===== config.mk =====
export PLATFORM = sky130hd
export DESIGN_NAME = ordered_list_store_top
export DESIGN_NICKNAME = d
export VERILOG_FILES = /design/src/design/olst_pkg.sv /design/src/design/olst_cell.sv /design/src/design/ordered_list_store_top.sv
export SDC_FILE = /design/constraint.sdc
export NUM_CORES = 2
export LEC_CHECK = 0
export BUFFER_PORTS_ARGS = -buffer_cell sky130_fd_sc_hd__buf_2
export CAP_MARGIN = 25
export CORE_UTILIZATION = 45
export DETAILED_ROUTE_END_ITERATION = 16
export GPL_TIMING_DRIVEN = 0
export PLACE_DENSITY = 0.65
export SYNTH_ARGS = -nofsm -noshare
export SYNTH_HDL_FRONTEND = slang
export SYNTH_SLANG_ARGS = --single-unit

===== constraint.sdc =====
create_clock -name clock -period 5.7 [get_ports clock]
set_input_delay 0 -clock clock [delete_from_list [all_inputs] [get_ports clock]]
set_output_delay 0 -clock clock [all_outputs]
set_load 0.05 [all_outputs]

===== src/design/olst_pkg.sv =====
package olst_pkg;

   localparam int DATA_W   = 32;
   localparam int POS_IN_W = 5;
   localparam int FPOS_W   = 4;
   localparam int CNT_OUT_W = 5;

   typedef enum logic [2:0] {
      CMD_PUSH   = 3'd0,
      CMD_POP    = 3'd1,
      CMD_INSERT = 3'd2,
      CMD_REMOVE = 3'd3,
      CMD_FIND   = 3'd4,
      CMD_READ   = 3'd5
   } cmd_type;

   typedef enum logic [1:0] {
      ERR_OK    = 2'd0,
      ERR_EMPTY = 2'd1,
      ERR_FULL  = 2'd2,
      ERR_RANGE = 2'd3
   } err_type;

   // what every cell does in the current cycle
   typedef enum logic [1:0] {
      OP_HOLD,
      OP_INSERT,
      OP_REMOVE
   } op_type;

   typedef struct packed {
      op_type             op;
      logic signed [31:0] value;
   } cell_ctl_type;

   // carried from cell to cell, front to back
   typedef struct packed {
      logic               hit_seen;
      logic signed [31:0] rd_data;
      logic [3:0]         fpos;
   } chain_type;

endpackage


===== src/design/olst_cell.sv =====
module olst_cell #(
   parameter int W     = 5,
   parameter int INDEX = 0
) (
   input  logic                  clock,
   input  olst_pkg::cell_ctl_type ctl,
   input  logic [W-1:0]          pos,
   input  logic [W-1:0]          count,
   input  logic signed [31:0]    left_entry,
   input  logic signed [31:0]    right_entry,
   output logic signed [31:0]    entry,
   input  olst_pkg::chain_type   chain_in,
   output olst_pkg::chain_type   chain_out
);

   localparam logic [W-1:0] MY_IDX = W'(INDEX);

   logic signed [31:0] entry_ff;
   logic signed [31:0] entry_in;
   logic               in_list;
   logic               hit;
   logic               first_hit;
   logic               sel;

   assign entry     = entry_ff;
   assign in_list   = MY_IDX < count;
   assign sel       = MY_IDX == pos;
   assign hit       = in_list && (entry_ff == ctl.value);
   assign first_hit = hit && !chain_in.hit_seen;

   // pass the search and read results on toward the back
   always_comb begin
      chain_out.hit_seen = chain_in.hit_seen | hit;
      chain_out.rd_data  = chain_in.rd_data | (sel ? entry_ff : 32'sd0);
      chain_out.fpos     = chain_in.fpos | (first_hit ? MY_IDX[3:0] : 4'd0);
   end

   always_comb begin
      entry_in = entry_ff;
      case (ctl.op)
         olst_pkg::OP_INSERT: begin
            if (MY_IDX > pos) begin
               entry_in = left_entry;
            end else if (sel) begin
               entry_in = ctl.value;
            end
         end
         olst_pkg::OP_REMOVE: begin
            if (MY_IDX >= pos) begin
               entry_in = right_entry;
            end
         end
         default: entry_in = entry_ff;
      endcase
   end

   always_ff @(posedge clock) begin
      entry_ff <= entry_in;
   end

endmodule


===== src/design/ordered_list_store_top.sv =====
// Ordered list store: a bounded list of up to DEPTH signed 32-bit values,
// position 0 at the front.
// Input channel: an item (req_command, req_value, req_position) is taken at
// a rising edge where start is high and busy is low. busy stays low, so an
// item may be issued on every cycle.
// Result channel: every item gives exactly one result, shown on the rsp_
// ports for one cycle with rsp_valid high, in the cycle right after the
// item is taken. The receiver cannot stall, so nothing ever backs up.
// Throughput is one item per cycle for every command.
// The list sits in a row of DEPTH cells. Insert and remove shift the cells
// behind the position by one place in that same cycle; find and read run
// a match and select chain from the front cell to the back cell, which sets
// the cycle time as DEPTH grows.
// Reset (synchronous, active high) empties the list and drops any pending
// result; cell contents are not cleared and are never read past the count.
module ordered_list_store_top #(
   parameter int DEPTH = 16
) (
   input  logic               clock,
   input  logic               reset,
   input  logic               start,
   output logic               busy,
   input  logic [2:0]         req_command,
   input  logic signed [31:0] req_value,
   input  logic [4:0]         req_position,
   output logic               rsp_valid,
   output logic signed [31:0] rsp_data_out,
   output logic [3:0]         rsp_found_position,
   output logic               rsp_found,
   output logic [4:0]         rsp_entry_count,
   output logic [1:0]         rsp_error_code
);

   localparam int CNT_W = $clog2(DEPTH + 1);
   localparam int W     = (CNT_W > olst_pkg::POS_IN_W) ? CNT_W : olst_pkg::POS_IN_W;

   logic [CNT_W-1:0] count_ff;
   logic [CNT_W-1:0] count_in;

   logic               rsp_valid_ff;
   logic signed [31:0] data_ff,  data_in;
   logic [3:0]         fpos_ff,  fpos_in;
   logic               found_ff, found_in;
   logic [4:0]         cnt_out_ff;
   logic [1:0]         err_ff;
   olst_pkg::err_type  err_in;

   logic                  accept;
   logic                  full;
   logic                  empty;
   logic [W-1:0]          cnt_ext;
   logic [W-1:0]          cnt_next_ext;
   logic [W-1:0]          pos_ext;
   logic [W-1:0]          cell_pos;
   olst_pkg::cell_ctl_type ctl;

   logic signed [31:0]  entry_w [DEPTH];
   olst_pkg::chain_type chain_w [DEPTH+1];

   // the block never holds off an item
   assign busy   = 1'b0;
   assign accept = start && !busy;

   assign full    = count_ff == CNT_W'(DEPTH);
   assign empty   = count_ff == '0;
   assign cnt_ext = W'(count_ff);
   assign pos_ext = W'(req_position);

   // front of the chain: nothing seen yet
   assign chain_w[0] = '{hit_seen: 1'b0, rd_data: 32'sd0, fpos: 4'd0};

   genvar gi;
   generate
      for (gi = 0; gi < DEPTH; gi++) begin : g_cell
         logic signed [31:0] left_w;
         logic signed [31:0] right_w;
         if (gi == 0) begin : g_front
            assign left_w = req_value;
         end else begin : g_mid_l
            assign left_w = entry_w[gi-1];
         end
         if (gi == DEPTH - 1) begin : g_back
            assign right_w = entry_w[gi];
         end else begin : g_mid_r
            assign right_w = entry_w[gi+1];
         end
         olst_cell #(
            .W     (W),
            .INDEX (gi)
         ) u_cell (
            .clock       (clock),
            .ctl         (ctl),
            .pos         (cell_pos),
            .count       (cnt_ext),
            .left_entry  (left_w),
            .right_entry (right_w),
            .entry       (entry_w[gi]),
            .chain_in    (chain_w[gi]),
            .chain_out   (chain_w[gi+1])
         );
      end
   endgenerate

   // decode the command, check it, and steer the cells
   always_comb begin
      ctl.op    = olst_pkg::OP_HOLD;
      ctl.value = req_value;
      cell_pos  = pos_ext;
      count_in  = count_ff;
      data_in   = 32'sd0;
      fpos_in   = 4'd0;
      found_in  = 1'b0;
      err_in    = olst_pkg::ERR_OK;
      case (olst_pkg::cmd_type'(req_command))
         olst_pkg::CMD_PUSH: begin
            cell_pos = '0;
            if (full) begin
               err_in = olst_pkg::ERR_FULL;
            end else begin
               ctl.op   = olst_pkg::OP_INSERT;
               count_in = count_ff + CNT_W'(1);
            end
         end
         olst_pkg::CMD_POP: begin
            cell_pos = '0;
            if (empty) begin
               err_in = olst_pkg::ERR_EMPTY;
            end else begin
               ctl.op   = olst_pkg::OP_REMOVE;
               count_in = count_ff - CNT_W'(1);
               data_in  = chain_w[DEPTH].rd_data;
            end
         end
         olst_pkg::CMD_INSERT: begin
            if (full) begin
               err_in = olst_pkg::ERR_FULL;
            end else if (pos_ext > cnt_ext) begin
               err_in = olst_pkg::ERR_RANGE;
            end else begin
               ctl.op   = olst_pkg::OP_INSERT;
               count_in = count_ff + CNT_W'(1);
            end
         end
         olst_pkg::CMD_REMOVE: begin
            if (empty) begin
               err_in = olst_pkg::ERR_EMPTY;
            end else if (pos_ext >= cnt_ext) begin
               err_in = olst_pkg::ERR_RANGE;
            end else begin
               ctl.op   = olst_pkg::OP_REMOVE;
               count_in = count_ff - CNT_W'(1);
            end
         end
         olst_pkg::CMD_FIND: begin
            found_in = chain_w[DEPTH].hit_seen;
            fpos_in  = chain_w[DEPTH].fpos;
         end
         olst_pkg::CMD_READ: begin
            if (pos_ext >= cnt_ext) begin
               err_in = olst_pkg::ERR_RANGE;
            end else begin
               data_in = chain_w[DEPTH].rd_data;
            end
         end
         default: begin
            err_in = olst_pkg::ERR_OK;
         end
      endcase
      // drop any change when no item is taken
      if (!accept) begin
         ctl.op   = olst_pkg::OP_HOLD;
         count_in = count_ff;
      end
   end

   assign cnt_next_ext = W'(count_in);

   always_ff @(posedge clock) begin
      if (reset) begin
         count_ff     <= '0;
         rsp_valid_ff <= 1'b0;
      end else begin
         count_ff     <= count_in;
         rsp_valid_ff <= accept;
      end
   end

   // result payload, loaded with every accepted item
   always_ff @(posedge clock) begin
      if (accept) begin
         data_ff    <= data_in;
         fpos_ff    <= fpos_in;
         found_ff   <= found_in;
         cnt_out_ff <= cnt_next_ext[4:0];
         err_ff     <= err_in;
      end
   end

   assign rsp_valid          = rsp_valid_ff;
   assign rsp_data_out       = data_ff;
   assign rsp_found_position = fpos_ff;
   assign rsp_found          = found_ff;
   assign rsp_entry_count    = cnt_out_ff;
   assign rsp_error_code     = err_ff;

`ifndef SYNTHESIS
   // the list never holds more than DEPTH entries
   a_count_bound: assert property (@(posedge clock) disable iff (reset)
      count_ff <= CNT_W'(DEPTH))
      else $error("entry count exceeds depth");

   // every taken item gives a result on the next cycle, and only then
   a_one_result: assert property (@(posedge clock) disable iff (reset)
      accept |=> rsp_valid_ff)
      else $error("result missing after accepted item");

   a_no_extra: assert property (@(posedge clock) disable iff (reset)
      rsp_valid_ff |-> $past(accept))
      else $error("result without accepted item");

   // a good pop leaves one entry fewer
   a_pop_count: assert property (@(posedge clock) disable iff (reset)
      (accept && req_command == olst_pkg::CMD_POP && !empty)
      |=> (count_ff == $past(count_ff) - CNT_W'(1)))
      else $error("pop did not shrink the list");
`endif

endmodule

# Yosys cells after proc, flatten, opt, wreduce, memory -nomap -nowiden
# Cells that the tools add are included.
[totals]
ff_bits = 562
inputBits = 43
out_inout_bits = 46
wordCells = 375
[classes]
n_addsub = 2
magnitude_cmp = 49
n_eq_ne = 69
n_mux = 120
bitwise_logic = 44
n_reduce_logical = 68
[op_table]
columns = ["operator", "n"]
rows = [
  ["$mux 32", 65],
  ["$pmux 32 s2", 16],
  ["$eq 32x32->1", 16],
  ["$or 32x32->32", 15],
  ["$or 4x4->4", 13],
  ["$ne 3x1->1 const B", 15],
  ["$reduce_and 3->1", 15],
  ["$eq 4x5->1 const A", 8],
  ["$gt 4x5->1 const A", 8],
  ["$lt 4x5->1 const A", 8],
  ["$mux 5", 8],
  ["$ge 4x5->1 const A", 7],
  ["$mux 4", 8],
  ["$logic_and 1x1->1", 31],
  ["$ne 2x1->1 const B", 15],
  ["$mux 2", 11],
  ["$eq 3x5->1 const A", 4],
  ["$ge 3x5->1 const A", 4],
  ["$gt 3x5->1 const A", 4],
  ["$lt 3x5->1 const A", 4],
  ["$pmux 5 s4", 1],
  ["$logic_not 1->1", 15],
  ["$or 1x1->1", 15],
  ["$mux 3", 4],
  ["other kinds (27)", 42],
]

# Depth between registers and ports, before layout
[depth]
word_depth = 22
ltp_mapped = 16
ltp_nobuf = 12

# By module
# A second synthesis with hierarchy kept.
[unflattened]
hier_cells = 3881
hier_area_um2 = 40004.6
[by_module_without_submodules]
columns = ["module", "n_inst", "cells_per_inst", "area_per_inst_um2", "seq_area_each_um2"]
rows = [
  ["ordered_list_store_top", 1, 206, 2466.1, 1441.4],
  ["olst_cell at g_cell[7].u_cell", 1, 248, 2434.8, 960.9],
  ["olst_cell at g_cell[11].u_cell", 1, 237, 2417.3, 960.9],
  ["olst_cell at g_cell[15].u_cell", 1, 240, 2394.8, 960.9],
  ["olst_cell at g_cell[4].u_cell", 1, 231, 2387.3, 960.9],
  ["olst_cell at g_cell[14].u_cell", 1, 234, 2373.5, 960.9],
  ["olst_cell at g_cell[13].u_cell", 1, 234, 2351.0, 960.9],
  ["olst_cell at g_cell[5].u_cell", 1, 236, 2349.8, 960.9],
  ["olst_cell at g_cell[6].u_cell", 1, 231, 2347.3, 960.9],
  ["olst_cell at g_cell[10].u_cell", 1, 233, 2346.0, 960.9],
  ["olst_cell at g_cell[1].u_cell", 1, 231, 2346.0, 960.9],
  ["olst_cell at g_cell[3].u_cell", 1, 232, 2341.0, 960.9],
  ["olst_cell at g_cell[9].u_cell", 1, 235, 2341.0, 960.9],
  ["olst_cell at g_cell[2].u_cell", 1, 230, 2338.5, 960.9],
  ["+3 rows", "-", "-", "-", "-"],
]

# Worst setup path after synthesis
# No wires, ideal clock.
[synth_path]
path_kind = "reg2reg"
start = "register count_ff[1] (netlist: cnt_ext[1])"
end = "register g_cell[15].u_cell.entry_ff[0], enable pin"
setup_ns = 0.470
arrival_ns = 4.721
required_time_ns = 5.230
slack_ns = 0.509
path_stages_with_launch = 12
path_buffers = 1
synth_period_minus_slack_ns = 5.191
path_cell_list = "dfxtp_1 clkbuf_1 inv_1 ha_1 nor2b_1 o21ai_1 a32oi_1 a2111oi_2 nand2_1 inv_1 ha_1 a21boi_0"
[synth_via]
elab_chain_cells = 7
word_cells_on_any_way = 14
classes_between = "2 x order compare; 2 x eq/ne; 8 x mux; 2 x reduce/logical"
[synth_rtl]
columns = ["item", "line_no", "rtl"]
rows = [
  ["from (decl)", "ordered_list_store_top.sv:37", "logic [CNT_W-1:0] count_ff;"],
  ["from (signal assigned)", "ordered_list_store_top.sv:183", "count_ff <= count_in;"],
  ["$gt 5x5->1 / $ge 5x5->1 (equally long branches)", "ordered_list_store_top.sv:137, ordered_list_store_top.sv:147", ""],
  ["$mux 1 / $mux 2 (equally long branches)", "ordered_list_store_top.sv:137, ordered_list_store_top.sv:147", ""],
  ["$mux 1 / $mux 2 (equally long branches)", "ordered_list_store_top.sv:135, ordered_list_store_top.sv:145", ""],
  ["$pmux 2 s4 *", "ordered_list_store_top.sv:114", "case (olst_pkg::cmd_type'(req_command))"],
  ["$mux 2 *", "ordered_list_store_top.sv:170", "if (!accept) begin"],
  ["$eq 2x1->1 *", "olst_cell.sv:40", "case (ctl.op)"],
  ["$reduce_and 2->1 (no line) *", "-", ""],
  ["to (signal assigned)", "olst_cell.sv:58", "entry_ff <= entry_in;"],
  ["to (decl)", "olst_cell.sv:18", "logic signed [31:0] entry_ff;"],
]
# Every way passes the cells marked *; elsewhere a longest branch is shown, timed or not.
# A chain may end at the register's enable or synchronous reset.

# Worst setup path in the final report
[layout_path]
start = "register count_ff[1] (netlist: cnt_ext[1])"
end = "register g_cell[8].u_cell.entry_ff[3], data pin"
[layout_via]
elab_chain_cells = 7
word_cells_on_any_way = 15
classes_between = "2 x order compare; 3 x eq/ne; 9 x mux; 1 x reduce/logical"
[layout_rtl]
columns = ["item", "line_no", "rtl"]
rows = [
  ["$gt 5x5->1 / $ge 5x5->1 (equally long branches)", "ordered_list_store_top.sv:137, ordered_list_store_top.sv:147", ""],
  ["$mux 1 / $mux 2 (equally long branches)", "ordered_list_store_top.sv:137, ordered_list_store_top.sv:147", ""],
  ["$mux 1 / $mux 2 (equally long branches)", "ordered_list_store_top.sv:135, ordered_list_store_top.sv:145", ""],
  ["$pmux 2 s4 *", "ordered_list_store_top.sv:114", ""],
  ["$mux 2 *", "ordered_list_store_top.sv:170", ""],
  ["$eq 2x2->1 / $eq 2x1->1 (equally long branches)", "olst_cell.sv:40", ""],
  ["$pmux 32 s2 *", "olst_cell.sv:40", ""],
  ["named net g_cell[8].u_cell.entry_in[3]", "olst_cell.sv:19", "logic signed [31:0] entry_in;"],
  ["to (signal assigned)", "olst_cell.sv:58", ""],
  ["to (decl)", "olst_cell.sv:18", ""],
]
# Mark *: on every way through the listed nets, which the timed path passes. The rest lies on a longest branch.

==> out/qor.txt <==
=======================================================================================
Net Switching                                                                 0.00345 W
Part of the power in registers                                                    0.435
Number of sinks handled by clock tree synthesis                                     562
Clock tree root buffer cell                                                   clkbuf_16
Final worst slack                                                               11.2 ps
Fin Clk Skew                                                                    23.5 ps
Number of flops mapped to enable cells by yosys                                     556
Worst Tran Pin Value                                                            1310 ps
Final Cycle Share                                                                 0.998
Die Width                                                                        289 um
Required arrival time at the worst endpoint                                     6040 ps
Global route total overflow                                                           0
Number of hold-slack violations in the final timing report                            0
Number of antenna violations at the first check in global routing                    12
Synth warnings                                                                        0
Worst Path Class, Setup                                                    register to register
Leakage                                                                         14.0 nW
Fraction of layout instances using a drive strength above 1                       0.131
Max-Cap Viols                                                                         0
All-Layer GR Usage                                                                0.517
Most common cell after layout, fill and taps aside                             edfxtp_1
TritonCTS clock tree                                                              built
Worst setup EP type                                                            register
Drc violations                                                                        0
Final setup violating endpoints                                                       0
HPWL after detailed placement                                                    175 mm
RePlAce Congestion                                                                 1.16
Worst-skew pair later-pin latency                                                650 ps
Worst R2R Setup Slack                                                             10 ps
Number of global-route vias before repair                                         32100
Number of vias in the routed layout                                               34900
Routed length per instance                                                      45.5 um
Most used DFF post-synth                                                       edfxtp_1
Setup tns final                                                                    0 ps
Number of max-slew violations in the final report                                     0
Number of levels in the clock H-tree                                                  3
Layout Nets                                                                        3795
Path class of the lowest-slack min-delay path                              input port to register
Post-synthesis area per instance                                               10.4 um2
Die Outline Area                                                             0.0836 mm2
Sequential cell area fraction in the yosys report                                 0.453
Count of different cell masters after synthesis                                      67
Data arrival time of the worst path                                             6030 ps
Synth-to-layout area growth                                                       12.5%
Filler cell count                                                                  7467
Global-route wire length before repair                                           287 mm
Cells after synthesis                                                              3570
Placed cell areas                                                            0.0393 mm2
Cell internal power dissipation                                               0.00775 W
Initial DRT Pass Iterations                                                           7
Most used cells in the layout excluding fill and tap cells                 556 x edfxtp_1, 503 x nand2_1, 453 x o21ai_0, 449 x mux2i_1, 305 x xnor2_1
Std-Cell Core Area                                                           0.0811 mm2
Power per cell area                                                          268 mW/mm2
Combinational fraction of design power                                            0.167
Min Tclk post-route                                                             5690 ps
Post-synth net total                                                               3624
Fraction of the core area covered by cells at the end of the flow                 0.515
Worst-case vdd ir drop                                                       0.000266 V
Register clock-pin slew on the reported worst setup and hold paths                70 ps
Number of nets with antenna violations after routing                                  0
Largest net degree at the start of global routing                                    48
Starting density of the core                                                      0.458
Ratio of routed vias to standard cells                                             7.21
Port Buffers                                                                         55
Share of total power in the clock network                                         0.398
Sum of internal, switching and leakage power                                   0.0112 W
TritonCTS buffer count                                                               69
Post-synthesis register bit count                                                   562
Post-synthesis instance area                                                 0.0371 mm2
Number of violations reported at the end of detailed-routing iteration 0           6690
Finished Cell Area                                                           0.0417 mm2
Worst slack, placed                                                             -370 ps
Maximum root-to-sink buffer count                                                     3
I/O pin count                                                                        89
Async SR Flop Fraction                                                                0
Worst-path maximum fanout                                                            10
Type of origin of the critical path                                            register
Setup repair after global routing missed its margin                                 yes
Result of the run                                                          finished clean
Switching part of the total                                                       0.308
DIE HEIGHT                                                                       289 um
Slew Limit Headroom                                                               0.125
FP Rows                                                                             104
Routed Wire Length                                                               221 mm
Max Clk Rate                                                                    176 MHz
=======================================================================================
==> worst max-delay path, stage by stage, from the launching register on <==
cell,delay (ps)
dfxtp_1,330
clkbuf_1,450
inv_1,330
ha_1,400
a21oi_1,140
o21ai_1,240
a211oi_2,530
nand2_1,160
inv_1,90
ha_1,430
clkbuf_2,380
clkbuf_2,420
buf_8,220
clkbuf_1,430
clkbuf_2,450
nand2_1,80
o21ai_0,290
==> sequential cells by signal, indices dropped and copies added, names as in the netlist <==
name                 cells
rsp_entry_count          5
rsp_error_code           2
cnt_ext                  5
rsp_valid                1
g_cell.u_cell.entry    512
rsp_data_out            32
rsp_found                1
rsp_found_position       4
==> cell families (layout without fill, tap and decap cells) <==
kind of cell    Yosys count  in the layout  share of synthesized area
buf+inv                 367            582                     0.0471
flops                   562            562                      0.453
simple gates            817            817                      0.102
compound gates          785            785                      0.132
fa+ha+maj                11             11                    0.00371
mux                     514            514                      0.141
other cells               1              4                   0.000101
xor+xnor                513            513                      0.121
==> path summary, 6_finish.rpt <==
kind	endpoint	depth (start not counted)	start
worst max-delay path	g_cell[8].u_cell.entry[3]$_DFFE_PP_	16	cnt_ext[1]$_SDFF_PP0_
worst min-delay path	rsp_entry_count[1]$_DFFE_PP_	4	req_command[0]
worst max register to register	g_cell[8].u_cell.entry[3]$_DFFE_PP_	16	cnt_ext[1]$_SDFF_PP0_
worst min register to register	g_cell[14].u_cell.entry[18]$_DFFE_PP_	2	g_cell[15].u_cell.entry[18]$_DFFE_PP_
==> Yosys cell counts, drive strengths merged (2+ instances only) <==
| master | count | area share |
|---|---|---|
| edfxtp | 556 | 0.45 |
| nand2 | 506 | 0.051 |
| o21ai | 465 | 0.063 |
| mux2i | 449 | 0.12 |
| xnor2 | 305 | 0.072 |
| xor2 | 208 | 0.049 |
| buf | 186 | 0.029 |
| clkbuf | 163 | 0.016 |
| nand4 | 99 | 0.017 |
| a22oi | 74 | 0.015 |
| a22o | 66 | 0.016 |
| mux2 | 65 | 0.020 |
| nor4 | 59 | 0.010 |
| a221oi | 50 | 0.012 |
| nor2 | 40 | 0.0045 |
| a31oi | 39 | 0.0066 |
| nor3 | 35 | 0.0054 |
| a222oi | 32 | 0.0086 |
| a21oi | 22 | 0.0030 |
| nand3 | 19 | 0.0026 |
| inv | 18 | 0.0018 |
| and3 | 13 | 0.0022 |
| and4 | 12 | 0.0028 |
| ha | 11 | 0.0037 |
| nor2b | 11 | 0.0019 |
| nand2b | 9 | 0.0015 |
| a221o | 6 | 0.0016 |
| dfxtp | 6 | 0.0032 |
| o22ai | 5 | 0.0012 |
| or3 | 4 | 0.00067 |
| a2111oi | 3 | 0.00088 |
| a21boi | 3 | 0.00061 |
| o32a | 3 | 0.00081 |
| or2 | 3 | 0.00051 |
| or4 | 3 | 0.00061 |
| a211oi | 2 | 0.00040 |
| a21o | 2 | 0.00040 |
| a311oi | 2 | 0.00047 |
| a32oi | 2 | 0.00047 |
| o211ai | 2 | 0.00040 |
==> layout make-up <==
cell class                      count  area (um2)  share of cell area
Buffer                            348        1710              0.0409
Tap cell                         1060        1330              0.0318
Inverter                           18        67.6             0.00162
Antenna cell                        3        7.51            0.000180
Sequential cell                   562       16800               0.403
Multi-Input combinational cell   2641       18700               0.449
Clock buffer                       83        1830              0.0439
Timing Repair Buffer              101         947              0.0227
Clock inverter                     32         292             0.00698
==> repair_timing <==
action                                  CTS  global route
gates resized for setup                   3            48
endpoints found under the hold margin    13            12
pin swaps                                 1             1
endpoints found under the setup margin  292           367
buffers inserted                          1             8
hold buffers                              3             1
==> power groups by stage <==
stage | sequential [W] | clock, W | combinational, W
4_1_cts | 0.00486 | 0.00439 | 0.00174
5_1_grt | 0.00486 | 0.00454 | 0.00187
6_report | 0.00487 | 0.00445 | 0.00188
2_1_floorplan | 0.00492 | 0 | 0.000983
3_5_place_dp | 0.00494 | 0 | 0.00173
3_3_place_gp | 0.00496 | 0 | 0.00169
==> layer usage <==
layer | routed length, um | up-vias | track usage
li1 | - | 13500 | -
met1 | 80600 | 17400 | 0.652
met2 | 90900 | 3254 | 0.746
met3 | 32200 | 714 | 0.197
met4 | 16800 | 10 | 0.320
met5 | 95 | - | 0.00398
==> per-stage QoR <==
| step | hold WS, ps | instances |
|---|---|---|
| 6_report | 16.0 | 4848 |
| 3_5_place_dp | 283 | 4711 |
| 4_1_cts | 6.00 | 4830 |
| 3_3_place_gp | 280 | 4685 |
| 5_1_grt | 54.3 | 4846 |
| 2_1_floorplan | 71.6 | 3570 |
No activity file was read; power rests on OpenSTA's default activity.
